File: src/rtl/skbt_pkg.sv
// Shared types, codes and constants of the sorted key bucket table.
`default_nettype none
package skbt_pkg;

	// Default number of entries in the bucket.
	localparam int DEPTH_DEF = 16;

	// Fixed field widths.
	localparam int FUNC_W   = 2;
	localparam int KEY_W    = 64;
	localparam int HANDLE_W = 64;

	// Operation codes carried in the func field.
	typedef logic [FUNC_W-1:0] func_t;
	localparam func_t FUNC_PUSH = 2'd0;
	localparam func_t FUNC_PEEK = 2'd1;
	localparam func_t FUNC_POP  = 2'd2;
	localparam func_t FUNC_SET  = 2'd3;

	// One stored entry: key and item handle side by side in one memory word.
	typedef struct packed {
		logic [KEY_W-1:0]    key;
		logic [HANDLE_W-1:0] handle;
	} entry_t;

	// Controller states.
	typedef enum logic [2:0] {
		ST_IDLE,
		ST_SEARCH,
		ST_SHIFT_UP,
		ST_INS_WR,
		ST_SHIFT_DN,
		ST_SET_WR,
		ST_FINISH
	} state_t;

	// Commands from the controller to the datapath.
	typedef struct packed {
		logic load;
		logic search_en;
		logic up_start;
		logic up_en;
		logic ins_wr;
		logic dn_start;
		logic dn_en;
		logic set_wr;
		logic finish;
	} cmd_t;

	// Status from the datapath to the controller.
	typedef struct packed {
		logic srch_done;
		logic do_ins;
		logic do_del;
		logic do_set;
		logic up_done;
		logic dn_done;
		logic out_free;
	} sts_t;

endpackage
`default_nettype wire

File: src/rtl/skbt_in_if.sv
// Request channel: one operation word with valid and ready.
`default_nettype none
interface skbt_in_if;
	import skbt_pkg::*;

	logic                valid;
	logic                ready;
	logic [FUNC_W-1:0]   func;
	logic [KEY_W-1:0]    key;
	logic [HANDLE_W-1:0] item_handle;

	modport source (output valid, output func, output key, output item_handle, input ready);
	modport sink   (input valid, input func, input key, input item_handle, output ready);
endinterface
`default_nettype wire

File: src/rtl/skbt_out_if.sv
// Response channel: one result word with valid and ready.
`default_nettype none
interface skbt_out_if #(
	parameter int CNT_W = 5
);
	import skbt_pkg::*;

	logic                valid;
	logic                ready;
	logic                found;
	logic [HANDLE_W-1:0] old_handle;
	logic                rejected_full;
	logic [CNT_W-1:0]    entry_count;

	modport source (output valid, output found, output old_handle, output rejected_full,
		output entry_count, input ready);
	modport sink   (input valid, input found, input old_handle, input rejected_full,
		input entry_count, output ready);
endinterface
`default_nettype wire

File: src/rtl/skbt_ctrl.sv
// Controller state machine that sequences search, shift and write phases.
`default_nettype none
module skbt_ctrl (
	input  wire logic           clk,
	input  wire logic           arst_n,
	input  wire logic           req_valid,
	output logic                req_ready,
	input  wire skbt_pkg::sts_t sts,
	output skbt_pkg::cmd_t      cmd
);
	import skbt_pkg::*;

	state_t state_q;
	state_t state_nxt;

	// State register.
	always_ff @(posedge clk or negedge arst_n) begin
		if (!arst_n) begin
			state_q <= ST_IDLE;
		end else begin
			state_q <= state_nxt;
		end
	end

	// Next state.
	always_comb begin
		state_nxt = state_q;
		unique case (state_q)
			ST_IDLE: begin
				if (req_valid) state_nxt = ST_SEARCH;
			end
			ST_SEARCH: begin
				if (sts.srch_done) begin
					priority if (sts.do_del) state_nxt = ST_SHIFT_DN;
					else if (sts.do_set)     state_nxt = ST_SET_WR;
					else if (sts.do_ins)     state_nxt = ST_SHIFT_UP;
					else                     state_nxt = ST_FINISH;
				end
			end
			ST_SHIFT_UP: begin
				if (sts.up_done) state_nxt = ST_INS_WR;
			end
			ST_INS_WR: begin
				state_nxt = ST_FINISH;
			end
			ST_SHIFT_DN: begin
				if (sts.dn_done) state_nxt = ST_FINISH;
			end
			ST_SET_WR: begin
				state_nxt = ST_FINISH;
			end
			ST_FINISH: begin
				if (sts.out_free) state_nxt = ST_IDLE;
			end
			default: begin
				state_nxt = ST_IDLE;
			end
		endcase
	end

	// Command outputs.
	always_comb begin
		cmd       = '0;
		req_ready = 1'b0;
		unique case (state_q)
			ST_IDLE: begin
				req_ready = 1'b1;
				cmd.load  = req_valid;
			end
			ST_SEARCH: begin
				cmd.search_en = 1'b1;
				cmd.dn_start  = sts.srch_done && sts.do_del;
				cmd.up_start  = sts.srch_done && !sts.do_del && !sts.do_set && sts.do_ins;
			end
			ST_SHIFT_UP: begin
				cmd.up_en = 1'b1;
			end
			ST_INS_WR: begin
				cmd.ins_wr = 1'b1;
			end
			ST_SHIFT_DN: begin
				cmd.dn_en = 1'b1;
			end
			ST_SET_WR: begin
				cmd.set_wr = 1'b1;
			end
			ST_FINISH: begin
				cmd.finish = sts.out_free;
			end
			default: begin
				cmd = '0;
			end
		endcase
	end

	// A loaded word always starts with the search phase.
	a_load_to_search: assert property (@(posedge clk) disable iff (!arst_n)
		cmd.load |=> state_q == ST_SEARCH)
		else $error("accepted word did not enter the search phase");

	// Shift phases are only entered through their start commands.
	a_up_entry: assert property (@(posedge clk) disable iff (!arst_n)
		$rose(state_q == ST_SHIFT_UP) |-> $past(cmd.up_start))
		else $error("shift up entered without start");

	a_dn_entry: assert property (@(posedge clk) disable iff (!arst_n)
		$rose(state_q == ST_SHIFT_DN) |-> $past(cmd.dn_start))
		else $error("shift down entered without start");

endmodule
`default_nettype wire

File: src/rtl/skbt_dp.sv
// Datapath: entry memory, search compare, shift counters and result register.
`default_nettype none
module skbt_dp #(
	parameter int DEPTH = skbt_pkg::DEPTH_DEF,
	parameter int CW    = $clog2(DEPTH + 1)
) (
	input  wire logic                          clk,
	input  wire logic                          arst_n,
	input  wire skbt_pkg::cmd_t                cmd,
	output skbt_pkg::sts_t                     sts,
	input  wire logic [skbt_pkg::FUNC_W-1:0]   req_func,
	input  wire logic [skbt_pkg::KEY_W-1:0]    req_key,
	input  wire logic [skbt_pkg::HANDLE_W-1:0] req_handle,
	output logic                               rsp_valid,
	input  wire logic                          rsp_ready,
	output logic                               rsp_found,
	output logic [skbt_pkg::HANDLE_W-1:0]      rsp_old_handle,
	output logic                               rsp_rejected_full,
	output logic [CW-1:0]                      rsp_entry_count
);
	import skbt_pkg::*;

	localparam int IW = (DEPTH > 1) ? $clog2(DEPTH) : 1;

	// Entry memory and its registered read port.
	entry_t mem_q [DEPTH];
	entry_t rd_ent_s1;
	logic   rd_pend_s1;
	logic [CW-1:0] rd_idx_s1;

	// Current operation.
	func_t               op_q;
	logic [KEY_W-1:0]    key_q;
	logic [HANDLE_W-1:0] handle_q;

	// Table and walk state.
	logic [CW-1:0] cnt_q;
	logic [CW-1:0] rd_addr_q;
	logic          act_q;
	logic [CW-1:0] pos_q;

	// Result being built and the output register.
	logic                found_q;
	logic [HANDLE_W-1:0] old_q;
	logic                rej_q;
	logic                out_vld_q;
	logic                out_found_q;
	logic [HANDLE_W-1:0] out_old_q;
	logic                out_rej_q;
	logic [CW-1:0]       out_cnt_q;

	logic          full;
	logic          ge;
	logic          last;
	logic          srch_done;
	logic          srch_hit;
	logic          rep_hit;
	logic [CW-1:0] srch_pos;
	logic          ins_need;
	logic          rd_en;
	logic          wr_en;
	logic [CW-1:0] wr_idx;
	entry_t        wr_ent;

	// Search compare on the word just read.
	always_comb begin
		full      = (cnt_q == CW'(DEPTH));
		ge        = rd_ent_s1.key >= key_q;
		last      = (CW'(rd_idx_s1 + 1'b1) == cnt_q);
		srch_done = (cnt_q == '0) || (rd_pend_s1 && (ge || last));
		srch_hit  = rd_pend_s1 && ge && (rd_ent_s1.key == key_q);
		srch_pos  = (rd_pend_s1 && ge) ? rd_idx_s1 : cnt_q;
		ins_need  = (op_q == FUNC_PUSH) || ((op_q == FUNC_SET) && !srch_hit);
		// A push always reports no match, even when the key is already stored.
		rep_hit   = srch_hit && (op_q != FUNC_PUSH);
	end

	// Status back to the controller.
	always_comb begin
		sts.srch_done = srch_done;
		sts.do_ins    = ins_need && !full;
		sts.do_del    = (op_q == FUNC_POP) && srch_hit;
		sts.do_set    = (op_q == FUNC_SET) && srch_hit;
		sts.up_done   = !act_q && !rd_pend_s1;
		sts.dn_done   = !act_q && !rd_pend_s1;
		sts.out_free  = !out_vld_q || rsp_ready;
	end

	// Read issue: ascending during search and remove, descending during insert.
	always_comb begin
		rd_en = (cmd.search_en && !srch_done && (rd_addr_q < cnt_q))
			|| ((cmd.up_en || cmd.dn_en) && act_q);
	end

	// Write port: moved entries during shifts, the new entry otherwise.
	always_comb begin
		wr_en  = 1'b0;
		wr_idx = '0;
		wr_ent = rd_ent_s1;
		if (cmd.up_en && rd_pend_s1) begin
			wr_en  = 1'b1;
			wr_idx = CW'(rd_idx_s1 + 1'b1);
		end
		if (cmd.dn_en && rd_pend_s1) begin
			wr_en  = 1'b1;
			wr_idx = CW'(rd_idx_s1 - 1'b1);
		end
		if (cmd.ins_wr || cmd.set_wr) begin
			wr_en      = 1'b1;
			wr_idx     = pos_q;
			wr_ent.key    = key_q;
			wr_ent.handle = handle_q;
		end
	end

	// Memory and read data.
	always_ff @(posedge clk) begin
		if (wr_en) begin
			mem_q[wr_idx[IW-1:0]] <= wr_ent;
		end
		if (rd_en) begin
			rd_ent_s1 <= mem_q[rd_addr_q[IW-1:0]];
		end
	end

	// Captured operation and result payload.
	always_ff @(posedge clk) begin
		rd_idx_s1 <= rd_addr_q;
		if (cmd.load) begin
			op_q     <= req_func;
			key_q    <= req_key;
			handle_q <= req_handle;
		end
		if (cmd.search_en && srch_done) begin
			pos_q   <= srch_pos;
			found_q <= rep_hit;
			old_q   <= rep_hit ? rd_ent_s1.handle : '0;
			rej_q   <= ins_need && full;
		end
		if (cmd.finish) begin
			out_found_q <= found_q;
			out_old_q   <= old_q;
			out_rej_q   <= rej_q;
			out_cnt_q   <= cnt_q;
		end
	end

	// Walk control, entry count and output valid.
	always_ff @(posedge clk or negedge arst_n) begin
		if (!arst_n) begin
			cnt_q      <= '0;
			rd_addr_q  <= '0;
			act_q      <= 1'b0;
			rd_pend_s1 <= 1'b0;
			out_vld_q  <= 1'b0;
		end else begin
			rd_pend_s1 <= rd_en;
			if (cmd.load) begin
				rd_addr_q <= '0;
			end
			if (cmd.search_en && rd_en) begin
				rd_addr_q <= CW'(rd_addr_q + 1'b1);
			end
			if (cmd.up_start) begin
				rd_addr_q <= CW'(cnt_q - 1'b1);
				act_q     <= srch_pos < cnt_q;
			end
			if (cmd.dn_start) begin
				rd_addr_q <= CW'(srch_pos + 1'b1);
				act_q     <= CW'(srch_pos + 1'b1) < cnt_q;
			end
			if (cmd.up_en && act_q) begin
				rd_addr_q <= CW'(rd_addr_q - 1'b1);
				if (rd_addr_q == pos_q) act_q <= 1'b0;
			end
			if (cmd.dn_en && act_q) begin
				rd_addr_q <= CW'(rd_addr_q + 1'b1);
				if (CW'(rd_addr_q + 1'b1) == cnt_q) act_q <= 1'b0;
			end
			if (cmd.ins_wr) begin
				cnt_q <= CW'(cnt_q + 1'b1);
			end
			if (cmd.dn_en && !act_q && !rd_pend_s1) begin
				cnt_q <= CW'(cnt_q - 1'b1);
			end
			if (cmd.finish) begin
				out_vld_q <= 1'b1;
			end else if (rsp_ready) begin
				out_vld_q <= 1'b0;
			end
		end
	end

	assign rsp_valid         = out_vld_q;
	assign rsp_found         = out_found_q;
	assign rsp_old_handle    = out_old_q;
	assign rsp_rejected_full = out_rej_q;
	assign rsp_entry_count   = out_cnt_q;

	// The entry count never passes the table size.
	a_cnt_range: assert property (@(posedge clk) disable iff (!arst_n)
		cnt_q <= CW'(DEPTH))
		else $error("entry count above table size");

	// A refused insert is only reported for a full table.
	a_rej_full: assert property (@(posedge clk) disable iff (!arst_n)
		(out_vld_q && out_rej_q) |-> (out_cnt_q == CW'(DEPTH)))
		else $error("refusal reported for a table that is not full");

	// A word never reports both a hit and a refusal.
	a_found_rej: assert property (@(posedge clk) disable iff (!arst_n)
		!(out_vld_q && out_found_q && out_rej_q))
		else $error("hit and refusal in one word");

	// Writes stay inside the table.
	a_wr_range: assert property (@(posedge clk) disable iff (!arst_n)
		wr_en |-> (wr_idx < CW'(DEPTH)))
		else $error("write outside the table");

	// An insert write grows the table by exactly one.
	a_ins_grow: assert property (@(posedge clk) disable iff (!arst_n)
		cmd.ins_wr |=> (cnt_q == CW'($past(cnt_q) + 1'b1)))
		else $error("insert did not grow the table by one");

endmodule
`default_nettype wire

File: src/rtl/sorted_key_bucket_table_top.sv
// Top level of the sorted key bucket table: controller plus datapath.
// Each word is searched first, reading entries in ascending key order; a peek, a miss or a
// refusal then goes straight to the result, a remove shifts the entries above the hit down, an
// insert shifts entries up from its position and writes the new entry, and a set hit writes the
// new handle. The result waits while the output is stalled; the next word is taken no earlier
// than the cycle after it is loaded. One entry is read and one written per cycle during a shift.
// Reset: arst_n empties the table and clears the result valid; entry and result contents are not cleared.
`default_nettype none
module sorted_key_bucket_table_top #(
	parameter int DEPTH = skbt_pkg::DEPTH_DEF
) (
	input  wire logic  clk,
	input  wire logic  arst_n,
	skbt_in_if.sink    req,
	skbt_out_if.source rsp
);
	import skbt_pkg::*;

	localparam int CW = $clog2(DEPTH + 1);

	cmd_t cmd;
	sts_t sts;
	logic req_ready;

	// Sequencer.
	skbt_ctrl u_ctrl (
		.clk       (clk),
		.arst_n    (arst_n),
		.req_valid (req.valid),
		.req_ready (req_ready),
		.sts       (sts),
		.cmd       (cmd)
	);

	// Table storage and result datapath.
	skbt_dp #(
		.DEPTH (DEPTH),
		.CW    (CW)
	) u_dp (
		.clk               (clk),
		.arst_n            (arst_n),
		.cmd               (cmd),
		.sts               (sts),
		.req_func          (req.func),
		.req_key           (req.key),
		.req_handle        (req.item_handle),
		.rsp_valid         (rsp.valid),
		.rsp_ready         (rsp.ready),
		.rsp_found         (rsp.found),
		.rsp_old_handle    (rsp.old_handle),
		.rsp_rejected_full (rsp.rejected_full),
		.rsp_entry_count   (rsp.entry_count)
	);

	assign req.ready = req_ready;

endmodule
`default_nettype wire

File: src/flat_wrapper.sv
// flat-port wrapper written by rule: the top's interface ports become plain ports
module sorted_key_bucket_table_top_flat import skbt_pkg::*;
#(
	parameter int DEPTH = skbt_pkg::DEPTH_DEF
)
  (clk, arst_n, req_valid, req_func, req_key, req_item_handle, req_ready, rsp_valid, rsp_found, rsp_old_handle, rsp_rejected_full, rsp_entry_count, rsp_ready);
  skbt_in_if req_i ();
  skbt_out_if #(.CNT_W((5))) rsp_i ();
  input  wire logic clk;
  input  wire logic arst_n;
  input wire logic [$bits(req_i.valid)-1:0] req_valid;
  input wire logic [$bits(req_i.func)-1:0] req_func;
  input wire logic [$bits(req_i.key)-1:0] req_key;
  input wire logic [$bits(req_i.item_handle)-1:0] req_item_handle;
  output wire logic [$bits(req_i.ready)-1:0] req_ready;
  output wire logic [$bits(rsp_i.valid)-1:0] rsp_valid;
  output wire logic [$bits(rsp_i.found)-1:0] rsp_found;
  output wire logic [$bits(rsp_i.old_handle)-1:0] rsp_old_handle;
  output wire logic [$bits(rsp_i.rejected_full)-1:0] rsp_rejected_full;
  output wire logic [$bits(rsp_i.entry_count)-1:0] rsp_entry_count;
  input wire logic [$bits(rsp_i.ready)-1:0] rsp_ready;
  assign req_i.valid = req_valid;
  assign req_i.func = req_func;
  assign req_i.key = req_key;
  assign req_i.item_handle = req_item_handle;
  assign req_ready = req_i.ready;
  assign rsp_valid = rsp_i.valid;
  assign rsp_found = rsp_i.found;
  assign rsp_old_handle = rsp_i.old_handle;
  assign rsp_rejected_full = rsp_i.rejected_full;
  assign rsp_entry_count = rsp_i.entry_count;
  assign rsp_i.ready = rsp_ready;
  sorted_key_bucket_table_top #(.DEPTH(DEPTH)) u_core (.clk(clk), .arst_n(arst_n), .req(req_i), .rsp(rsp_i));
endmodule
File: config.mk
export PLATFORM = sky130hd
export DESIGN_NAME = sorted_key_bucket_table_top_flat
export DESIGN_NICKNAME = d
export VERILOG_FILES = /design/src/rtl/skbt_pkg.sv /design/src/rtl/skbt_in_if.sv /design/src/rtl/skbt_out_if.sv /design/src/rtl/skbt_ctrl.sv /design/src/rtl/skbt_dp.sv /design/src/rtl/sorted_key_bucket_table_top.sv /design/src/flat_wrapper.sv
export SDC_FILE = /design/constraint.sdc
export NUM_CORES = 2
export LEC_CHECK = 0
export BUFFER_PORTS_ARGS = -buffer_cell sky130_fd_sc_hd__buf_2
export CAP_MARGIN = 20
export CORE_MARGIN = 1.5
export CORE_UTILIZATION = 40
export DETAILED_ROUTE_END_ITERATION = 6
export REMOVE_ABC_BUFFERS = 1
export SLEW_MARGIN = 10
export SYNTH_ARGS = -nofsm -noshare
export SYNTH_HDL_FRONTEND = slang
export SYNTH_SLANG_ARGS = --single-unit
File: constraint.sdc
create_clock -name clk -period 11.3 [get_ports clk]
set_clock_uncertainty 0.15 [all_clocks]
set_input_delay 1.695 -clock clk [delete_from_list [all_inputs] [get_ports clk]]
set_output_delay 1.695 -clock clk [all_outputs]
set_load 0.005 [all_outputs]
==> metrics <==
Post-synth EDFFs 2,448; CTS tree done; Synth async-reset ratio 0.00648; row count 178; met3 Resource Use GR 0.0298; CP Launch Point u_core.u_dp.rd_ent_s1[77]$_DFFE_PN_; Avg Cell Area, Syn 22.5 um2; crit path cell chain ha_1 -> nand4_1 -> nor4_1 -> and3_1 -> a2111oi_0 -> a211o_1 -> a21oi_4 -> nor2_1 -> nor2_4 -> buf_4; area leader, netlist edfxtp_1; initial DRC count 4,016; WL/cell 28.1 um; drt first pass iters 5; Comb pwr share 0.261; depth of the worst register-to-register path 10; Worst-Skew Late Latency 880 ps; Reg-to-Reg End u_core.u_dp.old_q[38]$_SDFFCE_PN0P_; clock sink total 2,469; Yosys cell types 66; crit-path max cell delay 1050 ps; met1 global-route usage 0.267; die area 0.239 mm2; RR Startpoint u_core.u_dp.rd_ent_s1[77]$_DFFE_PN_; Routed WL 223 mm; area delta synth->final 14.1%; worst setup path end u_core.u_dp.old_q[38]$_SDFFCE_PN0P_; # port buffers 206; Critical-path top delay cell nor4_1; run status completed; # setup viols final 0; WP buf/inv 1; ys flop type edfxtp_1; crit path time final 5830 ps; Final Instance Area 0.108 mm2; Data required, critical path 11,650 ps; placed insts 7,479; RSZ-0062 raised after global routing false; Worst-Margin Slew 1190 ps; Die Wd 488 um; sequential share of power 0.474; fin util 0.458; non-filler cells, final 7,922; Switch Pwr 0.00877 W; first-pass GRT wire length 321 mm; global route overflow 0; Residual DRC 0; max cap viols 0; initial core utilization 0.402; Reg clk slew, reported paths 60 ps; Slew headroom 0.197; Critical Path Start Type register; Final Cycle Share 0.516; top-area cell type share of the netlist area 0.780; Mapped Cells 4,193; Worst Hold Depth 0; placement-stage cell area 0.0999 mm2; vias in the first global route 44.9k; vias 43.5k; final hold slack 263 ps; Synth Register Bits 2,469; Hold Buf Count CTS 0; Ys Warns 0; gp weighted congestion 0.773; Worst Path Max Fanout 49; peak supply drop 0.000165 V; largest net degree at the start of global routing 125; share of cells above drive strength 1 0.285; Final Hold Viols 0; number of setup buffers added after CTS 0; f_max 172 MHz; worst reg-to-reg setup slack 5470 ps; Commonest cells post-synth edfxtp_1 (2,448), mux4_2 (640), nand2_1 (307), clkbuf_1 (157), o21ai_0 (90); Die H 488 um; CP top delay family simple AND/OR/NAND/NOR gates; Clock power frac 0.265; Gates resized, CTS repair 0; CTS H-tree lvls 4; Total GRT Usage 0.187; Pwr Density 275 mW/mm2; Worst EP arrival 6170 ps; synth top area cells edfxtp_1 (78%), mux4_2 (15%), nand2_1 (1.2%); DP HPWL 108 mm; WP depth 10; Synth Cell Area 0.0943 mm2; CTS Buf Count 233; Sw Ratio 0.297; antenna violations before repair 22; grt met2 use 0.306; Setup crit end kind register; Int Pwr 0.0208 W; max-slew violations 0; nets 4,784; leakage power figure 34.2 nW; Ports 207; HP Class register to register; core area 0.235 mm2; sequential share of the synthesized area 0.785; Max clock buf depth 3; Root Buffer clkbuf_16; routed vias/inst 5.49; setup_tns 0 ps; top-count cell post-synth edfxtp_1; kind of critical path register to register; Antenna Nets Post-Route 0; GRT busiest layer met2
-- state kept, by name, summed over array words and instances, names as in the netlist, 64 cells and up --
name                        flops
u_core.u_dp.old_q              64
u_core.u_dp.mem_q            2048
u_core.u_dp.handle_q           64
u_core.u_dp.rd_ent_s1         128
u_core.u_dp.key_q              64
u_core.u_dp.rsp_old_handle     64
-- per-stage QoR --
step | power, W | setup WS, ps
after floorplan | 0.0209 | -13740
after global placement | 0.0218 | 5610
final | 0.0296 | 5470
after CTS | 0.0299 | 5530
after detailed placement | 0.0220 | 5480
after global routing | 0.0308 | 5290
-- cells by family after synthesis --
family | synth area share
adders and majority gates | 0.0112
xor gates and xnor gates | 0.00279
DFF | 0.785
buffers and inverters | 0.0112
and+or+nand+nor | 0.0243
AOI/OAI and AO/OA | 0.0119
muxes | 0.153
-- how the worst min path moves through the flow --
stage | start | endpoint | slack [ps]
detailed placement | u_core.u_dp.found_q$_DFFE_PP_ | u_core.u_dp.rsp_found$_DFFE_PP_ | 250
global placement | u_core.u_dp.old_q[55]$_SDFFCE_PN0P_ | u_core.u_dp.rsp_old_handle[55]$_DFFE_PP_ | 250
finish | u_core.u_dp.old_q[20]$_SDFFCE_PN0P_ | u_core.u_dp.rsp_old_handle[20]$_DFFE_PP_ | 260
floorplan | u_core.u_dp.found_q$_DFFE_PP_ | u_core.u_dp.rsp_found$_DFFE_PP_ | 250
global route | u_core.u_dp.found_q$_DFFE_PP_ | u_core.u_dp.rsp_found$_DFFE_PP_ | 270
CTS | u_core.u_dp.found_q$_DFFE_PP_ | u_core.u_dp.rsp_found$_DFFE_PP_ | 260
-- cell type report --
class                           instances  area (um2)
Clock buffer                          279        6050
Timing Repair Buffer                  343        2280
Clock inverter                        157        1640
Antenna cell                            5        12.5
Tap cell                             3150        3940
Sequential cell                      2469       74000
Inverter                               76         285
Multi-Input combinational cell       1443       19300
Fill cell                           19500      127000
-- power groups by stage --
stage	Combinational [W]	Clock (W)	Sequential, W
after floorplan	0.00622	0	0.0147
after global placement	0.00767	0	0.0141
after detailed placement	0.00784	0	0.0142
after CTS	0.00785	0.00800	0.0140
after global routing	0.00838	0.00833	0.0141
final	0.00771	0.00784	0.0140
-- cells in the final DEF, fill, tap and decap left out, types with 10 or more instances in the layout --
master,netlist,layout
clkinv_1,0,57
nand2_1,307,306
xor2_1,11,11
clkbuf_16,0,235
mux4_2,640,640
bufinv_16,0,26
clkinv_2,0,43
o21ai_0,90,86
buf_2,2,206
nand3_1,17,17
a21o_1,10,10
buf_4,0,119
xnor2_1,19,19
buf_12,0,18
nor2_1,41,24
dfrtp_1,16,12
nor2_4,0,17
clkbuf_1,157,44
edfxtp_1,2448,2448
inv_1,76,76
a21oi_1,32,32
ha_1,84,84
and3_1,68,68
clkinvlp_4,0,11
-- layer usage --
| layer | routed length [um] | up-vias |
|---|---|---|
| met1 | 96900 | 23600 |
| met5 | 75 | - |
| met4 | 3380 | 12 |
| li1 | - | 18200 |
| met2 | 110000 | 1360 |
| met3 | 12900 | 269 |
No activity file was read; power rests on OpenSTA's default activity.
